File: config.mk
export PLATFORM = sky130hd
export DESIGN_NAME = cone_momentum_sum_unit
export DESIGN_NICKNAME = d
export VERILOG_FILES = /design/src/hw/rtl/cms_pkg.sv /design/src/hw/rtl/cone_momentum_sum_unit.sv
export SDC_FILE = /design/constraint.sdc
export NUM_CORES = 2
export LEC_CHECK = 0
export BUFFER_PORTS_ARGS = -buffer_cell sky130_fd_sc_hd__buf_2
export CAP_MARGIN = 20
export CORE_MARGIN = 3
export CORE_UTILIZATION = 45
export DETAILED_ROUTE_END_ITERATION = 8
export PLACE_DENSITY_LB_ADDON = 0.05
export SYNTH_ARGS = -nofsm -noshare
export SYNTH_HDL_FRONTEND = slang
export SYNTH_SLANG_ARGS = --single-unit
File: constraint.sdc
create_clock -name clock -period 17.5 [get_ports clock]
set_input_delay 5.25 -clock clock [delete_from_list [all_inputs] [get_ports clock]]
set_output_delay 5.25 -clock clock [all_outputs]
set_load 0.02 [all_outputs]
File: src/hw/rtl/cms_pkg.sv
`timescale 1ns / 1ps
`default_nettype none
// ----------------------------------------------------------------------------
// cms_pkg
// Types, register indexes and fixed-point constants of the cone momentum sum.
// ----------------------------------------------------------------------------
package cms_pkg;

   // field widths
   localparam int ETA_W      = 14;
   localparam int PHI_W      = 13;
   localparam int CENT_W     = 8;
   localparam int MOM_W      = 16;
   localparam int SUM_W      = 24;
   localparam int RADIUS_W   = 24;
   localparam int BIN_OUT_W  = 6;
   localparam int CSR_IDX_W  = 2;
   localparam int CSR_DATA_W = 24;

   // default number of eta bins
   localparam int ETA_BINS_DEFAULT = 48;

   // phi in 1/1024 rad
   localparam int PHI_PI     = 3217;
   localparam int PHI_TWO_PI = 6434;

   // eta binning: (eta*10 + 24576) * bins / 49152, 49152 = 3 << 14
   localparam int ETA_SCALE   = 10;
   localparam int ETA_OFFSET  = 24576;
   localparam int ETA_SHIFT   = 14;
   localparam int DIV3_MUL    = 2731;  // floor(v/3) = (v*2731) >> 13 for v < 2048
   localparam int DIV3_SHIFT  = 13;

   // register reset values
   localparam logic [RADIUS_W-1:0] RADIUS_SQ_RESET = 24'd94372;
   localparam logic [CENT_W-1:0]   CENT_MIN_RESET  = 8'd0;
   localparam logic [CENT_W-1:0]   CENT_MAX_RESET  = 8'd4;

   // saturation bounds
   localparam logic [SUM_W-1:0] PT_SUM_MAX  = 24'hFFFFFF;
   localparam logic [SUM_W-1:0] SSUM_MAX    = 24'h7FFFFF;
   localparam logic [SUM_W-1:0] SSUM_MIN    = 24'h800000;

   typedef enum logic {
      OP_HEADER   = 1'b0,
      OP_PARTICLE = 1'b1
   } opcode_type;

   typedef enum logic [CSR_IDX_W-1:0] {
      CSR_CONE_RADIUS_SQ = 2'd0,
      CSR_CENT_MIN       = 2'd1,
      CSR_CENT_MAX       = 2'd2
   } csr_index_type;

endpackage
`default_nettype wire

File: src/hw/rtl/cone_momentum_sum_unit.sv
`timescale 1ns / 1ps
`default_nettype none
// ----------------------------------------------------------------------------
// cone_momentum_sum_unit
// Per-event cone isolation sum: sums the momenta of particles within a squared
// radius of the cone centre and emits three saturating momentum sums per accepted event.
// ----------------------------------------------------------------------------
//
//  channel | ports            | handshake          | word
//  --------+------------------+--------------------+---------------------------
//  input   | req_*            | req_valid/ready    | header or particle
//  result  | rsp_*            | rsp_valid/ready    | sums, eta bin, saturated
//  config  | csr_*            | csr_we, no wait    | one register write
//
//  Timing: a word is held in the input register, where the cone test and
//  the sum update run, and a result lands in the output register at the
//  same edge as the sum update. The single accumulate loop (two squares, one
//  compare, saturating adds) sets a throughput of one word per clock, stalls aside.
//  Stalls: the input register also serves as the skid stage, so a word is
//  taken while a result waits; a word that would emit holds until the output
//  register frees. Reset: synchronous, active high; registers take their
//  reset values and the event state clears.
//
module cone_momentum_sum_unit #(
   parameter int ETA_BINS = cms_pkg::ETA_BINS_DEFAULT
) (
   input  wire logic                                 clock,
   input  wire logic                                 reset,

   input  wire logic                                 req_valid,
   output logic                                      req_ready,
   input  wire logic                                 req_opcode,
   input  wire logic [cms_pkg::CENT_W-1:0]           req_centrality,
   input  wire logic signed [cms_pkg::ETA_W-1:0]     req_eta,
   input  wire logic signed [cms_pkg::PHI_W-1:0]     req_phi,
   input  wire logic [cms_pkg::MOM_W-1:0]            req_pt,
   input  wire logic signed [cms_pkg::MOM_W-1:0]     req_sub_pt,
   input  wire logic signed [cms_pkg::MOM_W-1:0]     req_sub_initial_pt,
   input  wire logic                                 req_last,

   output logic                                      rsp_valid,
   input  wire logic                                 rsp_ready,
   output logic [cms_pkg::SUM_W-1:0]                 rsp_pt_sum,
   output logic signed [cms_pkg::SUM_W-1:0]          rsp_sub_pt_sum,
   output logic signed [cms_pkg::SUM_W-1:0]          rsp_sub_initial_sum,
   output logic [cms_pkg::BIN_OUT_W-1:0]             rsp_eta_bin,
   output logic                                      rsp_saturated,

   input  wire logic                                 csr_we,
   input  wire logic [cms_pkg::CSR_IDX_W-1:0]        csr_index,
   input  wire logic [cms_pkg::CSR_DATA_W-1:0]       csr_wdata
);
   import cms_pkg::*;

   // eta bin arithmetic widths
   localparam int BIN_W   = $clog2(ETA_BINS + 1);
   localparam int ETA_U_W = 17;                       // eta*10 + offset, non-negative
   localparam int PROD_W  = ETA_U_W + BIN_W;
   localparam int V_W     = PROD_W - ETA_SHIFT;
   localparam int DIV3_W  = V_W + 12;
   localparam int Q_W     = DIV3_W - DIV3_SHIFT;
   localparam logic [Q_W-1:0] BIN_LAST = Q_W'(ETA_BINS - 1);

   // ---------------------------------------------------------------- config
   logic [RADIUS_W-1:0] radius_sq_ff;
   logic [CENT_W-1:0]   cent_min_ff;
   logic [CENT_W-1:0]   cent_max_ff;

   always_ff @(posedge clock) begin
      if (reset) begin
         radius_sq_ff <= RADIUS_SQ_RESET;
         cent_min_ff  <= CENT_MIN_RESET;
         cent_max_ff  <= CENT_MAX_RESET;
      end else if (csr_we) begin
         unique case (csr_index)
            CSR_CONE_RADIUS_SQ: radius_sq_ff <= csr_wdata[RADIUS_W-1:0];
            CSR_CENT_MIN:       cent_min_ff  <= csr_wdata[CENT_W-1:0];
            CSR_CENT_MAX:       cent_max_ff  <= csr_wdata[CENT_W-1:0];
            default: begin
            end
         endcase
      end
   end

   // --------------------------------------------------------- input register
   logic                  in_valid_ff;
   logic                  in_opcode_ff;
   logic [CENT_W-1:0]     in_cent_ff;
   logic [ETA_W-1:0]      in_eta_ff;
   logic [PHI_W-1:0]      in_phi_ff;
   logic [MOM_W-1:0]      in_pt_ff;
   logic [MOM_W-1:0]      in_sub_ff;
   logic [MOM_W-1:0]      in_init_ff;
   logic                  in_last_ff;

   logic                  process;   // word in the input register completes
   logic                  emit;      // completing word yields a result
   logic                  rsp_valid_ff;

   assign req_ready = !in_valid_ff || process;

   always_ff @(posedge clock) begin
      if (reset) begin
         in_valid_ff <= 1'b0;
      end else if (req_ready) begin
         in_valid_ff <= req_valid;
      end
   end

   always_ff @(posedge clock) begin
      if (req_valid && req_ready) begin
         in_opcode_ff <= req_opcode;
         in_cent_ff   <= req_centrality;
         in_eta_ff    <= req_eta;
         in_phi_ff    <= req_phi;
         in_pt_ff     <= req_pt;
         in_sub_ff    <= req_sub_pt;
         in_init_ff   <= req_sub_initial_pt;
         in_last_ff   <= req_last;
      end
   end

   // ----------------------------------------------------------- event state
   logic [ETA_W-1:0]  centre_eta_ff,  centre_eta_in;
   logic [PHI_W-1:0]  centre_phi_ff,  centre_phi_in;
   logic              accepted_ff,    accepted_in;
   logic [SUM_W-1:0]  sum_pt_ff,      sum_pt_in;
   logic [SUM_W-1:0]  sum_sub_ff,     sum_sub_in;
   logic [SUM_W-1:0]  sum_init_ff,    sum_init_in;
   logic              clip_ff,        clip_in;

   logic is_header;
   logic cent_ok;
   logic acc_eff;     // acceptance seen by this word (header sets it first)

   assign is_header = (in_opcode_ff == OP_HEADER);
   assign cent_ok   = (in_cent_ff >= cent_min_ff) && (in_cent_ff < cent_max_ff);
   assign acc_eff   = is_header ? cent_ok : accepted_ff;
   assign emit      = in_last_ff && acc_eff;
   assign process   = in_valid_ff && (!emit || !rsp_valid_ff || rsp_ready);

   // cone test: exact squared distance, dphi folded into 0..pi
   logic [ETA_W:0]     deta;
   logic [ETA_W-1:0]   deta_mag;
   logic [PHI_W:0]     dphi;
   logic [PHI_W-1:0]   dphi_abs;
   logic [PHI_W-1:0]   dphi_mag;
   logic [2*ETA_W-1:0] deta_sq;
   logic [2*PHI_W-1:0] dphi_sq;
   logic [2*ETA_W:0]   dist_sq;
   logic               in_cone;

   always_comb begin
      deta     = {in_eta_ff[ETA_W-1], in_eta_ff} - {centre_eta_ff[ETA_W-1], centre_eta_ff};
      deta_mag = deta[ETA_W] ? ETA_W'(-deta) : deta[ETA_W-1:0];
      dphi     = {in_phi_ff[PHI_W-1], in_phi_ff} - {centre_phi_ff[PHI_W-1], centre_phi_ff};
      dphi_abs = dphi[PHI_W] ? PHI_W'(-dphi) : dphi[PHI_W-1:0];
      if (dphi_abs > PHI_W'(PHI_PI)) begin
         // only the square is used, so fold to a magnitude either way
         if (dphi_abs >= PHI_W'(PHI_TWO_PI)) begin
            dphi_mag = dphi_abs - PHI_W'(PHI_TWO_PI);
         end else begin
            dphi_mag = PHI_W'(PHI_TWO_PI) - dphi_abs;
         end
      end else begin
         dphi_mag = dphi_abs;
      end
      deta_sq = deta_mag * deta_mag;
      dphi_sq = dphi_mag * dphi_mag;
      dist_sq = {1'b0, deta_sq} + (2*ETA_W+1)'(dphi_sq);
      in_cone = dist_sq < (2*ETA_W+1)'(radius_sq_ff);
   end

   // saturating adds
   logic [SUM_W:0] pt_raw, sub_raw, init_raw;
   logic [SUM_W-1:0] pt_sat, sub_sat, init_sat;
   logic pt_clip, sub_clip, init_clip;

   always_comb begin
      pt_raw   = {1'b0, sum_pt_ff} + (SUM_W+1)'(in_pt_ff);
      sub_raw  = {sum_sub_ff[SUM_W-1], sum_sub_ff}
               + {{(SUM_W+1-MOM_W){in_sub_ff[MOM_W-1]}}, in_sub_ff};
      init_raw = {sum_init_ff[SUM_W-1], sum_init_ff}
               + {{(SUM_W+1-MOM_W){in_init_ff[MOM_W-1]}}, in_init_ff};

      pt_clip   = pt_raw[SUM_W];
      sub_clip  = sub_raw[SUM_W] != sub_raw[SUM_W-1];
      init_clip = init_raw[SUM_W] != init_raw[SUM_W-1];

      pt_sat   = pt_clip ? PT_SUM_MAX : pt_raw[SUM_W-1:0];
      sub_sat  = sub_clip ? (sub_raw[SUM_W] ? SSUM_MIN : SSUM_MAX) : sub_raw[SUM_W-1:0];
      init_sat = init_clip ? (init_raw[SUM_W] ? SSUM_MIN : SSUM_MAX) : init_raw[SUM_W-1:0];
   end

   // next event state
   always_comb begin
      centre_eta_in = centre_eta_ff;
      centre_phi_in = centre_phi_ff;
      accepted_in   = accepted_ff;
      sum_pt_in     = sum_pt_ff;
      sum_sub_in    = sum_sub_ff;
      sum_init_in   = sum_init_ff;
      clip_in       = clip_ff;
      if (is_header) begin
         // a header restarts the event, even mid-event
         centre_eta_in = in_eta_ff;
         centre_phi_in = in_phi_ff;
         accepted_in   = cent_ok;
         sum_pt_in     = '0;
         sum_sub_in    = '0;
         sum_init_in   = '0;
         clip_in       = 1'b0;
      end else if (accepted_ff && in_cone) begin
         sum_pt_in   = pt_sat;
         sum_sub_in  = sub_sat;
         sum_init_in = init_sat;
         clip_in     = clip_ff || pt_clip || sub_clip || init_clip;
      end
      // after emission, stray particles are ignored until the next header
      if (emit) begin
         accepted_in = 1'b0;
      end
   end

   always_ff @(posedge clock) begin
      if (reset) begin
         centre_eta_ff <= '0;
         centre_phi_ff <= '0;
         accepted_ff   <= 1'b0;
         sum_pt_ff     <= '0;
         sum_sub_ff    <= '0;
         sum_init_ff   <= '0;
         clip_ff       <= 1'b0;
      end else if (process) begin
         centre_eta_ff <= centre_eta_in;
         centre_phi_ff <= centre_phi_in;
         accepted_ff   <= accepted_in;
         sum_pt_ff     <= sum_pt_in;
         sum_sub_ff    <= sum_sub_in;
         sum_init_ff   <= sum_init_in;
         clip_ff       <= clip_in;
      end
   end

   // eta bin of the cone centre as seen by this word
   logic [ETA_W-1:0]   bin_eta;
   logic signed [ETA_U_W:0] eta_lin;
   logic [PROD_W-1:0]  bin_prod;
   logic [V_W-1:0]     bin_v;
   logic [DIV3_W-1:0]  bin_div;
   logic [Q_W-1:0]     bin_q;
   logic [Q_W-1:0]     bin_clamped;

   always_comb begin
      bin_eta  = is_header ? in_eta_ff : centre_eta_ff;
      eta_lin  = (ETA_U_W+1)'($signed(bin_eta)) * (ETA_U_W+1)'(ETA_SCALE)
               + (ETA_U_W+1)'(ETA_OFFSET);
      if (eta_lin[ETA_U_W]) begin
         bin_prod = '0;
      end else begin
         bin_prod = PROD_W'(eta_lin[ETA_U_W-1:0]) * PROD_W'(ETA_BINS);
      end
      bin_v       = bin_prod[PROD_W-1:ETA_SHIFT];
      bin_div     = DIV3_W'(bin_v) * DIV3_W'(DIV3_MUL);
      bin_q       = bin_div[DIV3_W-1:DIV3_SHIFT];
      bin_clamped = (bin_q > BIN_LAST) ? BIN_LAST : bin_q;
   end

   // ------------------------------------------------------- output register
   logic [SUM_W-1:0]     rsp_pt_ff, rsp_sub_ff, rsp_init_ff;
   logic [BIN_OUT_W-1:0] rsp_bin_ff;
   logic                 rsp_sat_ff;

   always_ff @(posedge clock) begin
      if (reset) begin
         rsp_valid_ff <= 1'b0;
      end else if (process && emit) begin
         rsp_valid_ff <= 1'b1;
      end else if (rsp_ready) begin
         rsp_valid_ff <= 1'b0;
      end
   end

   always_ff @(posedge clock) begin
      if (process && emit) begin
         rsp_pt_ff   <= sum_pt_in;
         rsp_sub_ff  <= sum_sub_in;
         rsp_init_ff <= sum_init_in;
         rsp_bin_ff  <= bin_clamped[BIN_OUT_W-1:0];
         rsp_sat_ff  <= clip_in;
      end
   end

   assign rsp_valid           = rsp_valid_ff;
   assign rsp_pt_sum          = rsp_pt_ff;
   assign rsp_sub_pt_sum      = rsp_sub_ff;
   assign rsp_sub_initial_sum = rsp_init_ff;
   assign rsp_eta_bin         = rsp_bin_ff;
   assign rsp_saturated       = rsp_sat_ff;

   // ------------------------------------------------------------ assertions
   // an emitted event closes: no second result before the next header
   a_close_on_emit: assert property (@(posedge clock) disable iff (reset)
      process && emit |=> !accepted_ff)
      else $error("event still open after its result");

   // a header leaves empty sums and no clip
   a_header_clears: assert property (@(posedge clock) disable iff (reset)
      process && is_header |=> (sum_pt_ff == '0) && (sum_sub_ff == '0)
                               && (sum_init_ff == '0) && !clip_ff)
      else $error("header did not clear the sums");

   // the pt sum never falls within an event
   a_pt_monotone: assert property (@(posedge clock) disable iff (reset)
      process && !is_header |=> sum_pt_ff >= $past(sum_pt_ff))
      else $error("pt sum decreased on a particle");

endmodule
`default_nettype wire
==> impl_metrics.csv <==
group,metric,value,unit
sta,worst_slew_margin_rel,22.1,%
routing,drt-wirelength-per-cell,17.6,um
synth,ys_types,107,
critical_path,worst-path-buf-inv,6,
critical_path,crit_slowest_cell,"sky130_fd_sc_hd__a22oi_1",
clock_network,cts.clk_slew.worst_paths,60,ps
critical_path,cpLargestDelayFamily,"compound AO/OA/AOI/OAI gates",
sta,final_setup_tns,0,ps
clock_network,ctsHoldBuffers,0,
floorplanning,dieHeight,269,um
critical_path,cp_slowest_stage_delay,950,ps
routing,first_iter_violations,1292,
critical_path,timing.setup.critical_path_class,"flip-flop to flip-flop",
synth,postSynthAreaPerCell,9.35,um^2
synth,ys_top_cells_by_area,"sky130_fd_sc_hd__fa_1 (19%), sky130_fd_sc_hd__edfxtp_1 (16%), sky130_fd_sc_hd__ha_1 (14%)",
routing,detailedRoute.firstPassIterationCount,5,
place,io_buffers,196,
layout,final_net_count,4265,
clock_network,clk-insertion-delay-late,580,ps
floorplanning,placementRows,95,
floorplanning,fp.dieW,269,um
layout,num_antenna_cells,0,
critical_path,crit_path_end_kind,"flip-flop",
synth,yosysMostFrequentCell,"sky130_fd_sc_hd__inv_1",
layout,number_of_inserted_filler_cells_in_the_final_layout,6364,
synth,synth.yosys.seq_area_share,25.0,%
floorplanning,ios,197,
synth,synth_ff_type,"sky130_fd_sc_hd__edfxtp_1",
routing,drt_drc_violations_left,0,
sta,maxClockFrequency,0.0655,GHz
critical_path,crit_path_start_kind,"flip-flop",
floorplanning,core_region_area,67900,um^2
synth,netlist.top_cell.by_area,"sky130_fd_sc_hd__fa_1",
clock_network,number_of_h_tree_levels,2,
grt,largest_net_degree_at_the_start_of_global_routing,73,
hold_path,worst_hold_path_type,"flip-flop to flip-flop",
grt,globalRouteOverflowTotal,0,
critical_path,crit_arrival,15730,ps
critical_path,worstReg2RegStart,"in_phi_ff[10]",
routing,vias_per_cell,5.30,
clock_network,cts_root_buf,"sky130_fd_sc_hd__clkbuf_16",
run,maxCapViolCount,0,
grt,antenna_found_initial,0,
critical_path,path_common_cell,"sky130_fd_sc_hd__fa_1",
clock_network,post-cts-setup-buffers,0,
sta,hold_viol_final,0,
sta,worst_pin_slew,1170,ps
clock_network,clock_tree.buffer_depth,3,
routing,detail-route-antenna-nets,0,
floorplanning,die-area,72500,um^2
clock_network,cts_repair_resize_count,0,
clock_network,cts_num_sinks,307,
synth,synth_edf_count,164,
synth,postSynthNetCount,4094,
sta,setup_repair_after_global_routing_missed_its_margin,"false",
place,place.detailed.hpwl,62.9,mm
grt,via_count_of_the_first_global_routing_pass,24600,
synth,yosysWarnings,0,
synth,synth_common_cells,"sky130_fd_sc_hd__inv_1 (526), sky130_fd_sc_hd__ha_1 (347), sky130_fd_sc_hd__nor2_1 (304)",
layout,drive_above_1_share,11.6,%
sta,setup_viol,0,
layout,areaGrowthSynthToFinish,10.8,%
grt,global_route.usage.total,21.7,%
critical_path,critical_path_required,17950,ps
clock_network,numCtsBuffers,39,
routing,detail_route.wirelength,78.7,mm
place,finalWeightedCongestion,0.867,
clock_network,tritoncts,"built",
sta,whs,458,ps
place,place_inst,4389,
synth,synthesis.area,31200,um^2
synth,netlist.area_leader.share,18.8,%
outcome,status,"finished, final reports clean",
floorplanning,effective_utilization_at_floorplan,46.0,%
critical_path,worstSetupStartpoint,"in_phi_ff[10]",
sta,clock_skew,50.1,ps
synth,post_synth_inst_count,3338,
grt,global_route_wire_length_before_repair,129,mm
synth,synthesis_stage_register_bit_count,307,
layout,final_cell_count_no_fill,4460,
routing,vias,23600,
critical_path,path_max_fanout,72,
hold_path,hold_sp,"radius_sq_ff[1]",
synth,postSynth.asyncResetShare,0,%
sta,layout_min_cycle_time,15270,ps
sta,max_slew_vio_count,0,
sta,post-route-period-util,87.3,%
## registers in the layout (all words and copies together), names as in the netlist, 6 cells and up
| signal | cells |
|---|---|
| in_cent_ff | 8 |
| in_pt_ff | 16 |
| rsp_sub_pt_sum | 24 |
| centre_phi_ff | 13 |
| in_sub_ff | 16 |
| cent_max_ff | 8 |
| in_phi_ff | 13 |
| in_eta_ff | 14 |
| sum_init_ff | 24 |
| sum_sub_ff | 24 |
| sum_pt_ff | 24 |
| rsp_pt_sum | 24 |
| rsp_eta_bin | 6 |
| in_init_ff | 16 |
| rsp_sub_initial_sum | 24 |
| cent_min_ff | 8 |
| radius_sq_ff | 24 |
| centre_eta_ff | 14 |
## routing by layer
| layer | track usage (%) | vias to the layer above | part of all wire [%] |
|---|---|---|---|
| li1 | - | 11600 | - |
| met1 | 28.7 | 11400 | 45 |
| met2 | 37.1 | 473 | 48 |
| met3 | 2.57 | 114 | 3.8 |
| met4 | 7.31 | 0 | 3.3 |
| met5 | 0 | - | 0 |
## path summary, 6_finish.rpt
check        slack, ps         endpoint  cells after the start
max               2230    sum_pt_ff[23]                     51
min                460  radius_sq_ff[1]                      2
min reg2reg        460  radius_sq_ff[1]                      2
max reg2reg       2230    sum_pt_ff[23]                     51
## cells by family (layout without fill, tap and decap cells)
group                      count (synthesis)  count (layout)  share of synthesized area, %
buffers and inverters                    640             841                          7.87
muxes                                     76              76                          2.53
and+or+nand+nor                          848             848                          12.8
xor gates and xnor gates                 155             155                          4.66
AOI/OAI and AO/OA                        671             671                          14.4
other                                      1               1                        0.0120
adders and majority gates                640             640                          32.7
DFF                                      307             307                          25.0
## cell type report
class	instances	area, um^2	share of cell area (%)
Clock buffer	52	1070	3.11
Clock inverter	19	234	0.677
Inverter	542	2040	5.89
Multi-Input combinational cell	2391	21000	60.9
Sequential cell	307	7790	22.5
Tap cell	921	1150	3.33
Timing Repair Buffer	228	1250	3.63
## worst min-delay path: stages (launching register included)
cell	delay (ps)
sky130_fd_sc_hd__dfxtp_1	310
sky130_fd_sc_hd__nand2_1	50
sky130_fd_sc_hd__a21oi_1	50
## stage by stage
stage          instance area [um^2]  util (%)  setup slack (ps)
6_report                      34600      51.0              2230
5_1_grt                       34600      51.0               989
4_1_cts                       34600      51.0              2270
3_3_place_gp                  33200      49.0              2740
3_5_place_dp                  33300      49.0              2330
2_1_floorplan                 31200         -              4900
## cell usage in the layout, fill, tap and decap left out, types with 13 or more instances in the layout
master and n:
sky130_fd_sc_hd__nor2b_1 36, sky130_fd_sc_hd__inv_1 526, sky130_fd_sc_hd__or3_1 16, sky130_fd_sc_hd__nand2_1 226, sky130_fd_sc_hd__buf_2 196, sky130_fd_sc_hd__edfxtp_1 164, sky130_fd_sc_hd__mux2i_1 55, sky130_fd_sc_hd__nor2_1 303
sky130_fd_sc_hd__xor2_1 40, sky130_fd_sc_hd__a211o_1 13, sky130_fd_sc_hd__nand3_1 38, sky130_fd_sc_hd__o21bai_1 27, sky130_fd_sc_hd__o2bb2ai_1 25, sky130_fd_sc_hd__fa_1 293, sky130_fd_sc_hd__a211oi_1 31, sky130_fd_sc_hd__mux2_2 20
sky130_fd_sc_hd__o21ai_1 24, sky130_fd_sc_hd__a31oi_1 17, sky130_fd_sc_hd__a21oi_1 172, sky130_fd_sc_hd__o22ai_1 31, sky130_fd_sc_hd__nand2b_1 42, sky130_fd_sc_hd__o21a_1 25, sky130_fd_sc_hd__xnor2_1 101, sky130_fd_sc_hd__o211ai_1 15
sky130_fd_sc_hd__or2_2 26, sky130_fd_sc_hd__buf_4 30, sky130_fd_sc_hd__ha_1 347, sky130_fd_sc_hd__a21o_1 85, sky130_fd_sc_hd__dfxtp_1 143, sky130_fd_sc_hd__o21ai_0 99, sky130_fd_sc_hd__nor3_1 35, sky130_fd_sc_hd__and3_1 19
sky130_fd_sc_hd__inv_2 14, sky130_fd_sc_hd__and2_1 31, sky130_fd_sc_hd__clkbuf_16 39, sky130_fd_sc_hd__nand4_1 16
Power is left out: the tool's default activity adds up to more than one toggle a clock period on the data nets, which glitch-free logic cannot reach.
